<file path="src/sv/rrsg_pkg.sv">
// ----------------------------------------------------------------------------
// rrsg_pkg
// Shared types and constants for the rounded rectangle span generator.
// ----------------------------------------------------------------------------
package rrsg_pkg;

	localparam int COORD_W        = 16;
	localparam int REQ_RADIUS_W   = 5;
	localparam int MAX_RADIUS_DEF = 31;

	typedef logic signed [COORD_W-1:0] coord_t;
	typedef logic        [COORD_W-1:0] extent_t;
	typedef logic   [REQ_RADIUS_W-1:0] req_radius_t;

endpackage

</file>
<file path="src/sv/rrsg_if.sv">
// ----------------------------------------------------------------------------
// rrsg_if
// Valid/ready channels: rectangle words in, span words out.
// ----------------------------------------------------------------------------
interface rrsg_rect_if;
	import rrsg_pkg::*;

	logic        valid;
	logic        ready;
	coord_t      rect_x;
	coord_t      rect_y;
	coord_t      rect_w;
	coord_t      rect_h;
	req_radius_t corner_radius;

	modport source (output valid, rect_x, rect_y, rect_w, rect_h, corner_radius,
		input ready);
	modport sink (input valid, rect_x, rect_y, rect_w, rect_h, corner_radius,
		output ready);
endinterface

interface rrsg_span_if;
	import rrsg_pkg::*;

	logic    valid;
	logic    ready;
	coord_t  span_x;
	coord_t  span_y;
	extent_t span_width;
	extent_t span_height;
	logic    run_last;

	modport source (output valid, span_x, span_y, span_width, span_height, run_last,
		input ready);
	modport sink (input valid, span_x, span_y, span_width, span_height, run_last,
		output ready);
endinterface

</file>
<file path="src/sv/rounded_rect_span_generator.sv">
// ----------------------------------------------------------------------------
// rounded_rect_span_generator
// Breaks a rounded rectangle into one-pixel corner spans plus a middle block.
// ----------------------------------------------------------------------------
// One rectangle word is taken at a time; the block drops ready until the run
// ends. A run gives 2*r corner spans (top then bottom for each corner row) and
// the middle block, flagged with run_last, where r is the clamped radius, at
// most MAX_RADIUS. An empty rectangle (width or height not positive) gives
// nothing and the block stays ready. The inset of each row is found by a small
// sequencer around a single squarer: the search walks the inset down from the
// previous row's value.
module rounded_rect_span_generator #(
	parameter int MAX_RADIUS = rrsg_pkg::MAX_RADIUS_DEF
) (
	input  logic          clk,
	input  logic          arst_n,
	rrsg_rect_if.sink     rect,
	rrsg_span_if.source   span
);
	import rrsg_pkg::*;

	localparam int RW   = $clog2(MAX_RADIUS + 1);
	localparam int OP_W = RW + 1;
	localparam int SQ_W = 2 * OP_W;
	localparam logic [REQ_RADIUS_W-1:0] MAX_R_REQ = REQ_RADIUS_W'(MAX_RADIUS);

	typedef enum logic [3:0] {
		S_IDLE, S_CLAMP_H, S_CLAMP_W, S_SETUP, S_LIM, S_SEARCH, S_TOP, S_BOT, S_MID
	} state_t;

	state_t          state_q;
	coord_t          x_q, y_q;
	extent_t         w_q, h_q;
	logic [RW-1:0]   r_q, k_q, i_q;
	logic [SQ_W-1:0] r4sq_q, lim_q;

	logic            out_valid_q;
	coord_t          out_x_q, out_y_q;
	extent_t         out_w_q, out_h_q;
	logic            out_last_q;

	logic [OP_W-1:0] sq_op;
	logic [SQ_W-1:0] sq;
	logic [RW-1:0]   e_next;
	logic [RW-1:0]   r_minus_i;
	logic [RW-1:0]   req_r;
	extent_t         two_r;
	extent_t         two_k;
	logic            out_free;
	logic            emit;
	logic            accept;

	rrsg_square #(.OP_W(OP_W)) u_square (.op(sq_op), .sq(sq));

	assign r_minus_i = r_q - i_q;
	// only used while k is nonzero, so r-k+1 never exceeds r
	assign e_next    = r_q - k_q + RW'(1);
	assign two_r     = COORD_W'({r_q, 1'b0});
	assign two_k     = COORD_W'({k_q, 1'b0});
	assign req_r     = (rect.corner_radius > MAX_R_REQ) ? RW'(MAX_RADIUS)
	                                                    : rect.corner_radius[RW-1:0];
	assign out_free  = !out_valid_q || span.ready;
	assign emit      = out_free &&
	                   (state_q == S_TOP || state_q == S_BOT || state_q == S_MID);
	assign accept    = rect.valid && rect.ready;

	// Squarer operand: (2r) at setup, (2(r-i)-1) for the row limit,
	// and 2*(r-k+1) when testing one step lower inset.
	always_comb begin
		case (state_q)
			S_SETUP: sq_op = {r_q, 1'b0};
			S_LIM:   sq_op = {r_minus_i, 1'b0} - OP_W'(1);
			default: sq_op = {e_next, 1'b0};
		endcase
	end

	always_ff @(posedge clk or negedge arst_n) begin
		if (!arst_n) begin
			state_q     <= S_IDLE;
			out_valid_q <= 1'b0;
		end else begin
			if (emit) begin
				out_valid_q <= 1'b1;
			end else if (span.ready) begin
				out_valid_q <= 1'b0;
			end
			case (state_q)
				S_IDLE: begin
					if (accept) begin
						x_q <= rect.rect_x;
						y_q <= rect.rect_y;
						w_q <= extent_t'(rect.rect_w);
						h_q <= extent_t'(rect.rect_h);
						r_q <= req_r;
						// drop empty rectangles right away
						if (!rect.rect_w[COORD_W-1] && rect.rect_w != '0 &&
							!rect.rect_h[COORD_W-1] && rect.rect_h != '0) begin
							state_q <= S_CLAMP_H;
						end
					end
				end
				S_CLAMP_H: begin
					if (two_r > h_q) begin
						r_q <= h_q[RW:1];
					end
					state_q <= S_CLAMP_W;
				end
				S_CLAMP_W: begin
					if (two_r > w_q) begin
						r_q <= w_q[RW:1];
					end
					state_q <= S_SETUP;
				end
				S_SETUP: begin
					r4sq_q  <= sq;
					i_q     <= '0;
					k_q     <= r_q;
					state_q <= (r_q == '0) ? S_MID : S_LIM;
				end
				S_LIM: begin
					lim_q   <= r4sq_q - sq;
					state_q <= S_SEARCH;
				end
				S_SEARCH: begin
					// advance the inset down while the next smaller one still fits
					if (k_q != '0 && sq <= lim_q) begin
						k_q <= k_q - RW'(1);
					end else begin
						state_q <= S_TOP;
					end
				end
				S_TOP: begin
					if (out_free) begin
						out_x_q     <= x_q + coord_t'(k_q);
						out_y_q     <= y_q + coord_t'(i_q);
						out_w_q     <= w_q - two_k;
						out_h_q     <= extent_t'(1);
						out_last_q  <= 1'b0;
						state_q     <= S_BOT;
					end
				end
				S_BOT: begin
					if (out_free) begin
						out_x_q     <= x_q + coord_t'(k_q);
						out_y_q     <= y_q + coord_t'(h_q) - coord_t'(1) - coord_t'(i_q);
						out_w_q     <= w_q - two_k;
						out_h_q     <= extent_t'(1);
						out_last_q  <= 1'b0;
						if (i_q == r_q - RW'(1)) begin
							state_q <= S_MID;
						end else begin
							i_q     <= i_q + RW'(1);
							state_q <= S_LIM;
						end
					end
				end
				S_MID: begin
					if (out_free) begin
						out_x_q     <= x_q;
						out_y_q     <= y_q + coord_t'(r_q);
						out_w_q     <= w_q;
						out_h_q     <= h_q - two_r;
						out_last_q  <= 1'b1;
						state_q     <= S_IDLE;
					end
				end
				default: state_q <= S_IDLE;
			endcase
		end
	end

	assign rect.ready       = (state_q == S_IDLE);
	assign span.valid       = out_valid_q;
	assign span.span_x      = out_x_q;
	assign span.span_y      = out_y_q;
	assign span.span_width  = out_w_q;
	assign span.span_height = out_h_q;
	assign span.run_last    = out_last_q;

`ifndef NO_ASSERTIONS
	a_busy_after_accept: assert property (@(posedge clk) disable iff (!arst_n)
		(accept && !rect.rect_w[COORD_W-1] && rect.rect_w != '0 &&
		 !rect.rect_h[COORD_W-1] && rect.rect_h != '0) |=> !rect.ready)
		else $error("rectangle word accepted but block stayed ready");

	a_radius_bound: assert property (@(posedge clk) disable iff (!arst_n)
		(state_q != S_IDLE) |-> (r_q <= RW'(MAX_RADIUS)))
		else $error("clamped radius above maximum");

	a_inset_bound: assert property (@(posedge clk) disable iff (!arst_n)
		(state_q == S_SEARCH || state_q == S_TOP || state_q == S_BOT)
		|-> (k_q <= r_q && i_q < r_q))
		else $error("inset or row index out of range");

	a_last_ends_run: assert property (@(posedge clk) disable iff (!arst_n)
		(state_q == S_MID && out_free) |=> (rect.ready && out_valid_q && out_last_q))
		else $error("middle block did not close the run");
`endif

endmodule

</file>
<file path="src/sv/rrsg_square.sv">
// ----------------------------------------------------------------------------
// rrsg_square
// Shared squarer used by the sequencer for every circle term.
// ----------------------------------------------------------------------------
module rrsg_square #(
	parameter int OP_W = 6
) (
	input  logic [OP_W-1:0]   op,
	output logic [2*OP_W-1:0] sq
);

	assign sq = (2*OP_W)'(op) * (2*OP_W)'(op);

endmodule

</file>
<file path="src/flat_wrapper.sv">
// flat-port wrapper written by rule: the top's interface ports become plain ports
module rounded_rect_span_generator_flat import rrsg_pkg::*;
#(
	parameter int MAX_RADIUS = rrsg_pkg::MAX_RADIUS_DEF
)
  (clk, arst_n, rect_valid, rect_rect_x, rect_rect_y, rect_rect_w, rect_rect_h, rect_corner_radius, rect_ready, span_valid, span_span_x, span_span_y, span_span_width, span_span_height, span_run_last, span_ready);
  rrsg_rect_if rect_i ();
  rrsg_span_if span_i ();
  input  logic clk;
  input  logic arst_n;
  input wire logic [$bits(rect_i.valid)-1:0] rect_valid;
  input wire logic [$bits(rect_i.rect_x)-1:0] rect_rect_x;
  input wire logic [$bits(rect_i.rect_y)-1:0] rect_rect_y;
  input wire logic [$bits(rect_i.rect_w)-1:0] rect_rect_w;
  input wire logic [$bits(rect_i.rect_h)-1:0] rect_rect_h;
  input wire logic [$bits(rect_i.corner_radius)-1:0] rect_corner_radius;
  output wire logic [$bits(rect_i.ready)-1:0] rect_ready;
  output wire logic [$bits(span_i.valid)-1:0] span_valid;
  output wire logic [$bits(span_i.span_x)-1:0] span_span_x;
  output wire logic [$bits(span_i.span_y)-1:0] span_span_y;
  output wire logic [$bits(span_i.span_width)-1:0] span_span_width;
  output wire logic [$bits(span_i.span_height)-1:0] span_span_height;
  output wire logic [$bits(span_i.run_last)-1:0] span_run_last;
  input wire logic [$bits(span_i.ready)-1:0] span_ready;
  assign rect_i.valid = rect_valid;
  assign rect_i.rect_x = rect_rect_x;
  assign rect_i.rect_y = rect_rect_y;
  assign rect_i.rect_w = rect_rect_w;
  assign rect_i.rect_h = rect_rect_h;
  assign rect_i.corner_radius = rect_corner_radius;
  assign rect_ready = rect_i.ready;
  assign span_valid = span_i.valid;
  assign span_span_x = span_i.span_x;
  assign span_span_y = span_i.span_y;
  assign span_span_width = span_i.span_width;
  assign span_span_height = span_i.span_height;
  assign span_run_last = span_i.run_last;
  assign span_i.ready = span_ready;
  rounded_rect_span_generator #(.MAX_RADIUS(MAX_RADIUS)) u_core (.clk(clk), .arst_n(arst_n), .rect(rect_i), .span(span_i));
endmodule
</file>
<file path="config.mk">
export PLATFORM = sky130hd
export DESIGN_NAME = rounded_rect_span_generator_flat
export DESIGN_NICKNAME = d
export VERILOG_FILES = /design/src/sv/rrsg_pkg.sv /design/src/sv/rrsg_if.sv /design/src/sv/rounded_rect_span_generator.sv /design/src/sv/rrsg_square.sv /design/src/flat_wrapper.sv
export SDC_FILE = /design/constraint.sdc
export NUM_CORES = 1
export LEC_CHECK = 0
export BUFFER_PORTS_ARGS = -buffer_cell sky130_fd_sc_hd__buf_2
export CAP_MARGIN = 20
export CORE_ASPECT_RATIO = 1.4
export CORE_UTILIZATION = 45
export CTS_CLUSTER_SIZE = 40
export DETAILED_ROUTE_END_ITERATION = 16
export GPL_TIMING_DRIVEN = 0
export PLACE_DENSITY = 0.66
export SETUP_SLACK_MARGIN = 0.02
export SLEW_MARGIN = 10
export SYNTH_ARGS = -nofsm -noshare
export SYNTH_HDL_FRONTEND = slang
export SYNTH_SLANG_ARGS = --single-unit
</file>
<file path="constraint.sdc">
create_clock -name clk -period 7.1 [get_ports clk]
set_clock_uncertainty 0.2 [all_clocks]
set_input_delay 0.71 -clock clk [delete_from_list [all_inputs] [get_ports clk]]
set_output_delay 0.71 -clock clk [all_outputs]
set_load 0.005 [all_outputs]
</file>
== Word level (Yosys, flattened, before mapping) ==
Index checks and enable logic that the tools add are counted.
Storage, ports and cells
  memories kept: 0
  input port bits: 73
  output and inout port bits: 67
  bits in latches: 0
  ROM bits: 0
  register bits after elaboration: 173
  word-level logic and storage cells: 128
  memory bits (writable): 0
Cells by class
  div/mod/pow operators: 0
  bitwise operators: 0
  $add $sub $neg: 16
  $mul: 1
  order comparisons: 4
  reduce and logical (&&, ||, !) cells: 33
  eq/ne operators: 20
  shifts and indexed selects: 0
  multiplexer cells: 38
Operator list (count)
  16-bit 2-to-1 mux: 9
  16-bit one-hot mux with 2 select lines: 3
  16-bit by 6-bit adder with 16-bit output: 3
  16-bit one-hot mux with 3 select lines: 1
  16-bit by 6-bit subtractor with 16-bit output: 3
  4-bit one-hot mux with 9 select lines: 1
  5-bit 2-to-1 mux: 7
  6-bit by 16-bit greater-than comparator with 1-bit output: 2
  4-bit 2-to-1 mux: 8
  16-bit nonzero test: 2
  5-bit one-hot mux with 2 select lines: 2
  16-bit adder: 1
  4-bit by 3-bit == test with 1-bit output, second input constant: 4
  16-bit by 2-bit subtractor with 16-bit output, second input constant: 1
  5-bit one-hot mux with 3 select lines: 1
  2-bit by 1-bit != test with 1-bit output, second input constant: 7
  12-bit less-or-equal comparator: 1
  6-bit by 6-bit multiplier with 12-bit output: 1
  6-bit one-hot mux with 2 select lines: 1
  12-bit subtractor: 1
  5-bit by 1-bit adder with 5-bit output, second input constant: 2
  5-bit AND reduction: 2
  5-bit by 1-bit subtractor with 5-bit output, second input constant: 2
  5-bit subtractor: 2
  22 further kinds: 45

== Logic depth before layout (Yosys ltp) ==
Gate-level depths: netlist of run 1.
  depth after elaboration: 8
  depth in mapped cells: 32
  mapped depth without buffers: 32

== By module ==
From an unflattened synthesis of run 1, not the netlist that was laid out.
Second synthesis, totals
  cell total of the unflattened synthesis: 1025
  area, all modules: 10861.7 um^2
By module, submodules not included
  rounded_rect_span_generator: cells an instance 933, area an instance 10144.7 um^2, instances 1, seq. area each 5170.0 um^2
  rrsg_square: cells an instance 92, area an instance 716.9 um^2, instances 1, seq. area each 0.0 um^2

== Least setup slack after synthesis of run 1 ==
No wires, ideal clock.
  kind: register -> register
  start: register u_core.r_q[0]
  end: register u_core.k_q[0], enable pin
  period minus slack after synthesis: 7.093 ns
  library setup time: 0.313 ns
  slack: 0.007 ns
  arrival: 6.580 ns
  data required time: 6.587 ns
  buffers on the path: 0
  cell stages (with the launch flop): 30
  cells stage by stage: edfxtp_1 inv_1 ha_1 inv_1 fa_1 xnor2_1 and3_4 xor3_1 and2_4 a221oi_4 nor2_1 fa_1 inv_1 fa_1 inv_1 fa_1 ha_1 a21o_1 a21oi_1 nor2b_1 o21a_1 nor4_1 nor3_1 xor2_2 ha_1 nand4_1 nor4_1 o211ai_1 a21oi_1 o21a_1
On the way
  word-level cells in the longest chain between the ends: 8
  elaborated cells on any way between the ends: 10
  those cells by class: add/sub (4); mul (1); order compare (1); eq/ne (1); mux (1); reduce/logical (2)
RTL lines
  start: declaration: line rounded_rect_span_generator.sv:34  | logic [RW-1:0] r_q, k_q, i_q;
  start signal: assignment: line rounded_rect_span_generator.sv:94  | r_q <= req_r;
  start signal: assignment: line rounded_rect_span_generator.sv:104  | r_q <= h_q[RW:1];
  start signal: assignment: line rounded_rect_span_generator.sv:110  | r_q <= w_q[RW:1];
  5-bit subtractor, on equally long branches: line rounded_rect_span_generator.sv:55, rounded_rect_span_generator.sv:57
  6-bit by 1-bit subtractor with 6-bit output / 5-bit by 1-bit adder with 5-bit output (equally long branches): line rounded_rect_span_generator.sv:72, rounded_rect_span_generator.sv:57
  6-bit one-hot mux with 2 select lines (*): line rounded_rect_span_generator.sv:70  | case (state_q)
  6-bit by 6-bit multiplier with 12-bit output (*): line rrsg_square.sv:12  | assign sq = (2*OP_W)'(op) * (2*OP_W)'(op);
  via u_core.sq[11]: line rounded_rect_span_generator.sv:43  | logic [SQ_W-1:0] sq;
  12-bit less-or-equal comparator (*): line rounded_rect_span_generator.sv:126  | if (k_q != '0 && sq <= lim_q) begin
  1-bit logical AND (*): line rounded_rect_span_generator.sv:126
  2-bit by 1-bit != test with 1-bit output (no source line) (*)
  3-bit AND reduction (no source line) (*)
  end signal: assignment: line rounded_rect_span_generator.sv:117  | k_q <= r_q;
  end signal: assignment: line rounded_rect_span_generator.sv:127  | k_q <= k_q - RW'(1);
  end: declaration: line rounded_rect_span_generator.sv:34
The timed path passes the listed nets; every way through them passes the cells marked *.
A chain may end at the register's enable or synchronous reset.

== Worst setup path after layout of run 1 ==
Ends and elaborated chain as after synthesis.

==> impl_metrics.json, run 1 <==
{
  "antenna_left": 0,
  "dp_slack_ps": -1085,
  "async_reset_ff_share_pct": 2.907,
  "cts_buffers": 17,
  "ys_seq_area_share_pct": 47.73,
  "grt_remaining_overflow": 0,
  "maxCapViolations": 0,
  "nNetsFinal": 1387,
  "grt_setup_unrepaired": "true",
  "insertion_delay_ps": 440,
  "clockBufferDepth": 2,
  "fmax_mhz": 140.0,
  "cts.htree.levels": 4,
  "timing.critical_path.mode_cell": "inv_2",
  "globalplace.congestion": 0.8702,
  "use_met2_pct": 41.01,
  "dieArea_um2": 24560,
  "cp_slowest_cell": "fa_1",
  "synth_area_um2": 10770,
  "path_class": "flip-flop to flip-flop",
  "synth.distinct_cells": 66,
  "critPathMaxStageDelay_ps": 560,
  "hp-class": "primary input to flip-flop",
  "ioPinCount": 140,
  "cts_tree": "built",
  "violations": "setup timing",
  "route.vias.total": 7996,
  "reg2reg_slack_ps": -40,
  "floorplan.initialDensity_pct": 46.08,
  "clk_pin_slew_ps": 70,
  "grt_max_degree": 49,
  "hold_viol_final": 0,
  "cp-end-kind": "flip-flop",
  "critPathMaxFanout": 5,
  "cts-root-buf": "clkbuf_16",
  "drc": 0,
  "area_growth_pct": 20.34,
  "synth_mux_area_share_pct": 0.1859,
  "fin_tns_setup_ps": -245.4,
  "antenna_found_initial": 1,
  "drt_iter0_drc": 380,
  "synth_top_family_by_area": "adder cells",
  "synth-simple-area-share_pct": 13.00,
  "postLayoutCoreUtil_pct": 55.46,
  "row_count": 66,
  "setup_violations": 8,
  "wl_per_cell_um": 16.98,
  "mostFrequentLayoutCell": "edfxtp_1",
  "period_needed_ps": 7142,
  "final_cell_mix": "167 x edfxtp_1, 141 x buf_2, 131 x inv_1",
  "maxSlewViolCount": 0,
  "cp.required_ps": 7040,
  "cts_sinks": 172,
  "synthXorXnorAreaFrac_pct": 7.854,
  "die_h_um": 185.0,
  "synth_compound_area_share_pct": 10.32,
  "drive_above_1_share_pct": 21.39,
  "via_per_inst": 5.285,
  "dr.pass1.iters": 5,
  "tightestPinTransition_ps": 727.3,
  "grt_pass1_wl_um": 39790,
  "placedInstanceArea_um2": 11970,
  "yosysWarnings": 0,
  "outcome": "finished, violations left",
  "port_buffers": 139,
  "cp-start-kind": "flip-flop",
  "wl_um": 25690,
  "ys_ff_latch": 172,
  "synth_cells": 1000,
  "arrival_ps": 7090,
  "gr-usage-all-layers_pct": 21.45,
  "die_w_um": 132.7,
  "synth_fa_ha_area_share_pct": 15.52,
  "busiest_layer": "met2",
  "final_cell_area_um2": 12960,
  "design.core.area_um2": 23370,
  "met3_usage_pct": 3.941,
  "min_period_over_period_pct": 100.6,
  "relSlewSlack_pct": 51.34,
  "avgSynthCellArea_um2": 10.77,
  "synth_edf_count": 167,
  "detailed_place_hpwl_um": 19460,
  "synth_nets": 1194,
  "finalWorstSetupSlack_ps": -41.78,
  "gr-usage-met1_pct": 22.03,
  "ys_dominant_reg_cell": "edfxtp_1",
  "grt_pass1_vias": 7866
}
[kinds of logic (layout without fill, tap and decap cells)]
kind of cell | count (synthesis) | after routing
AOI/OAI and AO/OA | 181 | 181
muxes | 2 | 2
other | 0 | 1
DFF | 172 | 172
and+or+nand+nor | 278 | 278
adders and majority gates | 121 | 121
buffers and inverters | 152 | 358
xor gates and xnor gates | 94 | 94
[layout make-up]
cell class / instances / area [um2]
sequential: 172 / 5140
tap: 306 / 382.9
buffer: 14 / 62.56
clock buffer: 18 / 429.2
inverter: 137 / 514.2
timing repair buffer: 175 / 1040
antenna: 1 / 2.502
fill: 2038 / 10410
multi-input combinational: 676 / 5239
clock inverter: 14 / 150.1
[layer usage]
layer,part of all wire (%),wire length [um]
met1,37,9485
met2,55,14200
met3,4.3,1112
met4,3.5,896
met5,0,0
[flip-flops by register name, summed over array words and instances (netlist names)]
register	cells
u_core.span.run_last	1
u_core.i_q	5
u_core.span.span_height	16
u_core.r4sq_q	11
u_core.x_q	16
u_core.w_q	16
u_core.h_q	16
u_core.span.valid	1
u_core.span.span_width	16
u_core.r_q	5
u_core.span.span_y	16
u_core.y_q	16
u_core.lim_q	12
u_core.span.span_x	16
u_core.k_q	5
u_core.state_q	4
[stage by stage]
stage | cells | hold WS, ps
after detailed placement | 1449 | 242.8
after CTS | 1499 | 227.9
after floorplan | 1000 | 214.4
after global routing | 1513 | 220.9
final | 1513 | 242.1
after global placement | 1445 | 233.9
[repair_timing]
| item | 4_1_cts | 5_1_grt |
|---|---|---|
| hold buffers | 1 | 0 |
| gates resized for setup | 22 | 16 |
| setup buffers | 18 | 13 |
| hold endpoints to repair | 5 | 0 |
| pin swaps | 22 | 22 |
| endpoints found under the setup margin | 11 | 9 |
[cell usage after synthesis, types with 2 or more instances]
| master | instances | area share, % |
|---|---|---|
| xor2_1 | 28 | 2.3 |
| nor3_1 | 29 | 1.3 |
| xnor2_1 | 64 | 5.2 |
| nand4_1 | 14 | 0.81 |
| a211o_1 | 2 | 0.16 |
| dfrtp_1 | 5 | 1.2 |
| nand3_1 | 20 | 0.93 |
| o21a_1 | 7 | 0.49 |
| or2_2 | 4 | 0.23 |
| nor4_1 | 17 | 0.99 |
| o21ai_0 | 39 | 1.8 |
| or3_1 | 6 | 0.35 |
| ha_1 | 100 | 12 |
| edfxtp_1 | 167 | 47 |
| o21bai_1 | 7 | 0.49 |
| nor3b_1 | 3 | 0.21 |
| nor2b_1 | 13 | 0.76 |
| a21oi_1 | 69 | 3.2 |
| a31oi_1 | 6 | 0.35 |
| o22ai_1 | 8 | 0.46 |
| and2_1 | 2 | 0.12 |
| fa_1 | 21 | 3.9 |
| buf_2 | 2 | 0.093 |
| o31ai_1 | 4 | 0.28 |
| nand2b_1 | 17 | 0.99 |
| nor2_1 | 71 | 2.5 |
| nand2_1 | 59 | 2.1 |
| inv_1 | 136 | 4.7 |
| a211oi_1 | 3 | 0.21 |
| and3_1 | 9 | 0.52 |
| and4_1 | 2 | 0.16 |
| o21ai_1 | 2 | 0.093 |
| mux2i_1 | 2 | 0.19 |
| or4_1 | 2 | 0.14 |
| clkbuf_1 | 11 | 0.38 |
| a21o_1 | 19 | 1.3 |
[final timing paths]
check / from / to / depth (start not counted)
max: u_core.r_q[0] / u_core.k_q[0] / 30
min: rect_rect_x[8] / u_core.x_q[8] / 1
max reg2reg: u_core.r_q[0] / u_core.k_q[0] / 30
min reg2reg: u_core.w_q[0] / u_core.span.span_width[0] / 0
max in group asynchronous: arst_n / u_core.state_q[1] / 2
min in group asynchronous: arst_n / u_core.state_q[2] / 2
[worst max-delay path: cells and delay by family, from the launching register on]
family | cells | cell delay (ps)
buf+inv | 5 | 380
xor+xnor | 3 | 580
compound gates | 8 | 1520
fa+ha+maj | 7 | 2630
simple gates | 7 | 1030
flops | 1 | 450
Power of run 1 is not shown: default switching activity piles up to over one toggle a cycle in this logic, so the estimate is an artifact.
==> run 2: changes to the inputs <==
--- a/config.mk
+++ b/config.mk
@@ -7,14 +7,16 @@
 export LEC_CHECK = 0
 export BUFFER_PORTS_ARGS = -buffer_cell sky130_fd_sc_hd__buf_2
 export CAP_MARGIN = 20
+export CELL_PAD_IN_SITES_DETAIL_PLACEMENT = 1
+export CELL_PAD_IN_SITES_GLOBAL_PLACEMENT = 1
 export CORE_ASPECT_RATIO = 1.4
 export CORE_UTILIZATION = 45
 export CTS_CLUSTER_SIZE = 40
 export DETAILED_ROUTE_END_ITERATION = 16
 export GPL_TIMING_DRIVEN = 0
-export PLACE_DENSITY = 0.66
+export PLACE_DENSITY = 0.78
 export SETUP_SLACK_MARGIN = 0.02
-export SLEW_MARGIN = 10
+export SLEW_MARGIN = 20
 export SYNTH_ARGS = -nofsm -noshare
 export SYNTH_HDL_FRONTEND = slang
 export SYNTH_SLANG_ARGS = --single-unit
==> constraint.sdc (replaced) <==
create_clock -name clk -period 8 [get_ports clk]
set_clock_uncertainty 0.2 [all_clocks]
set_input_delay 0.8 -clock clk [delete_from_list [all_inputs] [get_ports clk]]
set_output_delay 0.8 -clock clk [all_outputs]
set_load 0.005 [all_outputs]
==> run 2 against run 1 <==
Effect of this change: the flow now finishes without violations; register-to-register slack gained 450 ps; utilization shrank 1.7 points; final area shrank 3.1%; hold slack lost 230 ps; cell count shrank 1.9%; first-iteration DRC count shrank 18%; die area is the same; routed wire length grew 12%; critical path type unchanged.
==> impl_metrics.json, run 2 (same netlist as run 1, synthesis figures left out) <==
{
  "outcome": "completed",
  "relSlewSlack_pct": 44.03,
  "min_period_over_period_pct": 94.87,
  "final_cell_area_um2": 12560,
  "placedInstanceArea_um2": 11950,
  "maxCapViolations": 0,
  "crit_family": "adder cells",
  "floorplan.initialDensity_pct": 46.08,
  "n_antenna_cell": 0,
  "cp-start-kind": "flip-flop",
  "grt_remaining_overflow": 0,
  "cp_slowest_cell": "fa_1",
  "period_needed_ps": 7590,
  "holdBufCountCts": 0,
  "gr-usage-all-layers_pct": 24.12,
  "cp-end-kind": "flip-flop",
  "detailed_place_hpwl_um": 22190,
  "dieArea_um2": 24560,
  "route.vias.total": 8088,
  "final_cell_mix": "167 x edfxtp_1, 141 x buf_2, 136 x inv_1",
  "design.core.area_um2": 23370,
  "wl_um": 28700,
  "grt_setup_unrepaired": "false",
  "drt_iter0_drc": 310,
  "antenna_found_initial": 1,
  "mostFrequentLayoutCell": "edfxtp_1",
  "maxSlewViolCount": 0,
  "critPathMaxStageDelay_ps": 540,
  "fmax_mhz": 131.8,
  "final.fill_count": 2562,
  "path_class": "flip-flop to flip-flop",
  "cts_buffers": 17,
  "reg2reg_slack_ps": 410,
  "critPathBufInv": 4,
  "port_buffers": 139,
  "row_count": 66,
  "area_growth_pct": 16.64,
  "hold_viol_final": 0,
  "via_per_inst": 5.446,
  "hp-class": "primary input to asynchronous set/reset pin",
  "r2r-start": "u_core.r_q[0]",
  "die_w_um": 132.7,
  "clk_pin_slew_ps": 70,
  "critPathMaxFanout": 4,
  "cts-root-buf": "clkbuf_16",
  "cp.required_ps": 8110,
  "antenna_left": 0,
  "insertion_delay_ps": 440,
  "grt_pass1_wl_um": 44530,
  "ioPinCount": 140,
  "crit_start": "u_core.r_q[0]",
  "tightestPinTransition_ps": 836.4,
  "wl_per_cell_um": 19.32,
  "dr.pass1.iters": 5,
  "setup_violations": 0,
  "arrival_ps": 7690,
  "cts_tree": "built",
  "clockBufferDepth": 2,
  "drc": 0,
  "nNetsFinal": 1360,
  "drive_above_1_share_pct": 17.30,
  "cts_sinks": 172,
  "grt_max_degree": 47,
  "cts.htree.levels": 4,
  "grt_pass1_vias": 8659,
  "globalplace.congestion": 0.8395,
  "die_h_um": 185.0
}
==> run 2: cell types whose count changed in the layout (fill, tap and decap cells not counted), moves of 2 or more <==
cell and delta:
a21oi_1 +2, ha_4 -3, o22ai_1 +2, buf_4 -24
inv_1 +5, o21ai_0 +2, a21oi_2 -2, clkinv_1 +4
ha_1 +3, inv_2 -5, o21ai_2 -2, o22ai_2 -2
buf_6 -2
==> run 2: what timing repair did <==
action                                  CTS  global route
setup buffers                             4             1
endpoints found under the setup margin    9             9
pin swaps                                 0             1
gates resized for setup                   3             2
==> run 2: cell type report <==
type / instances / area, um2 / share of cell area (%)
sequential: 172 / 5140 / 40.92
buffer: 14 / 62.56 / 0.4981
clock buffer: 17 / 425.4 / 3.387
tap: 306 / 382.9 / 3.048
timing repair buffer: 148 / 819.5 / 6.525
inverter: 137 / 514.2 / 4.094
clock inverter: 15 / 117.6 / 0.9363
multi-input combinational: 676 / 5099 / 40.59
==> run 2: final timing paths <==
kind / end / depth (start not counted)
min in group clk: u_core.span.span_width[0] / 0
hold / removal: u_core.state_q[2] / 1
max in group asynchronous: u_core.state_q[3] / 1
setup reg to reg: u_core.state_q[3] / 31
hold reg to reg: u_core.span.span_width[0] / 0
setup / recovery: u_core.state_q[3] / 31
==> run 2: layer usage <==
| layer | part of all wire (%) | GRT usage [%] |
|---|---|---|
| met5 | 0.035 | 0 |
| met3 | 4.0 | 4.324 |
| met2 | 55 | 46.32 |
| met4 | 3.8 | 12.51 |
| met1 | 37 | 24.81 |
==> run 2: metrics by stage <==
step / hold WS [ps] / setup TNS, ps / setup slack, ps / util (%) / cells
global route: 16.15 / 0 / 31.97 / 53.75 / 1485
floorplan: 227.5 / 0 / 907.1 / - / 1000
finish: 16.23 / 0 / 410.4 / 53.75 / 1485
global placement: 275.5 / -2451 / -297.0 / 50.70 / 1445
CTS: 12.28 / 0 / 44.77 / 53.68 / 1485
detailed placement: 277.7 / -2838 / -343.8 / 51.15 / 1449
Power of run 2 is left out for the same reason.
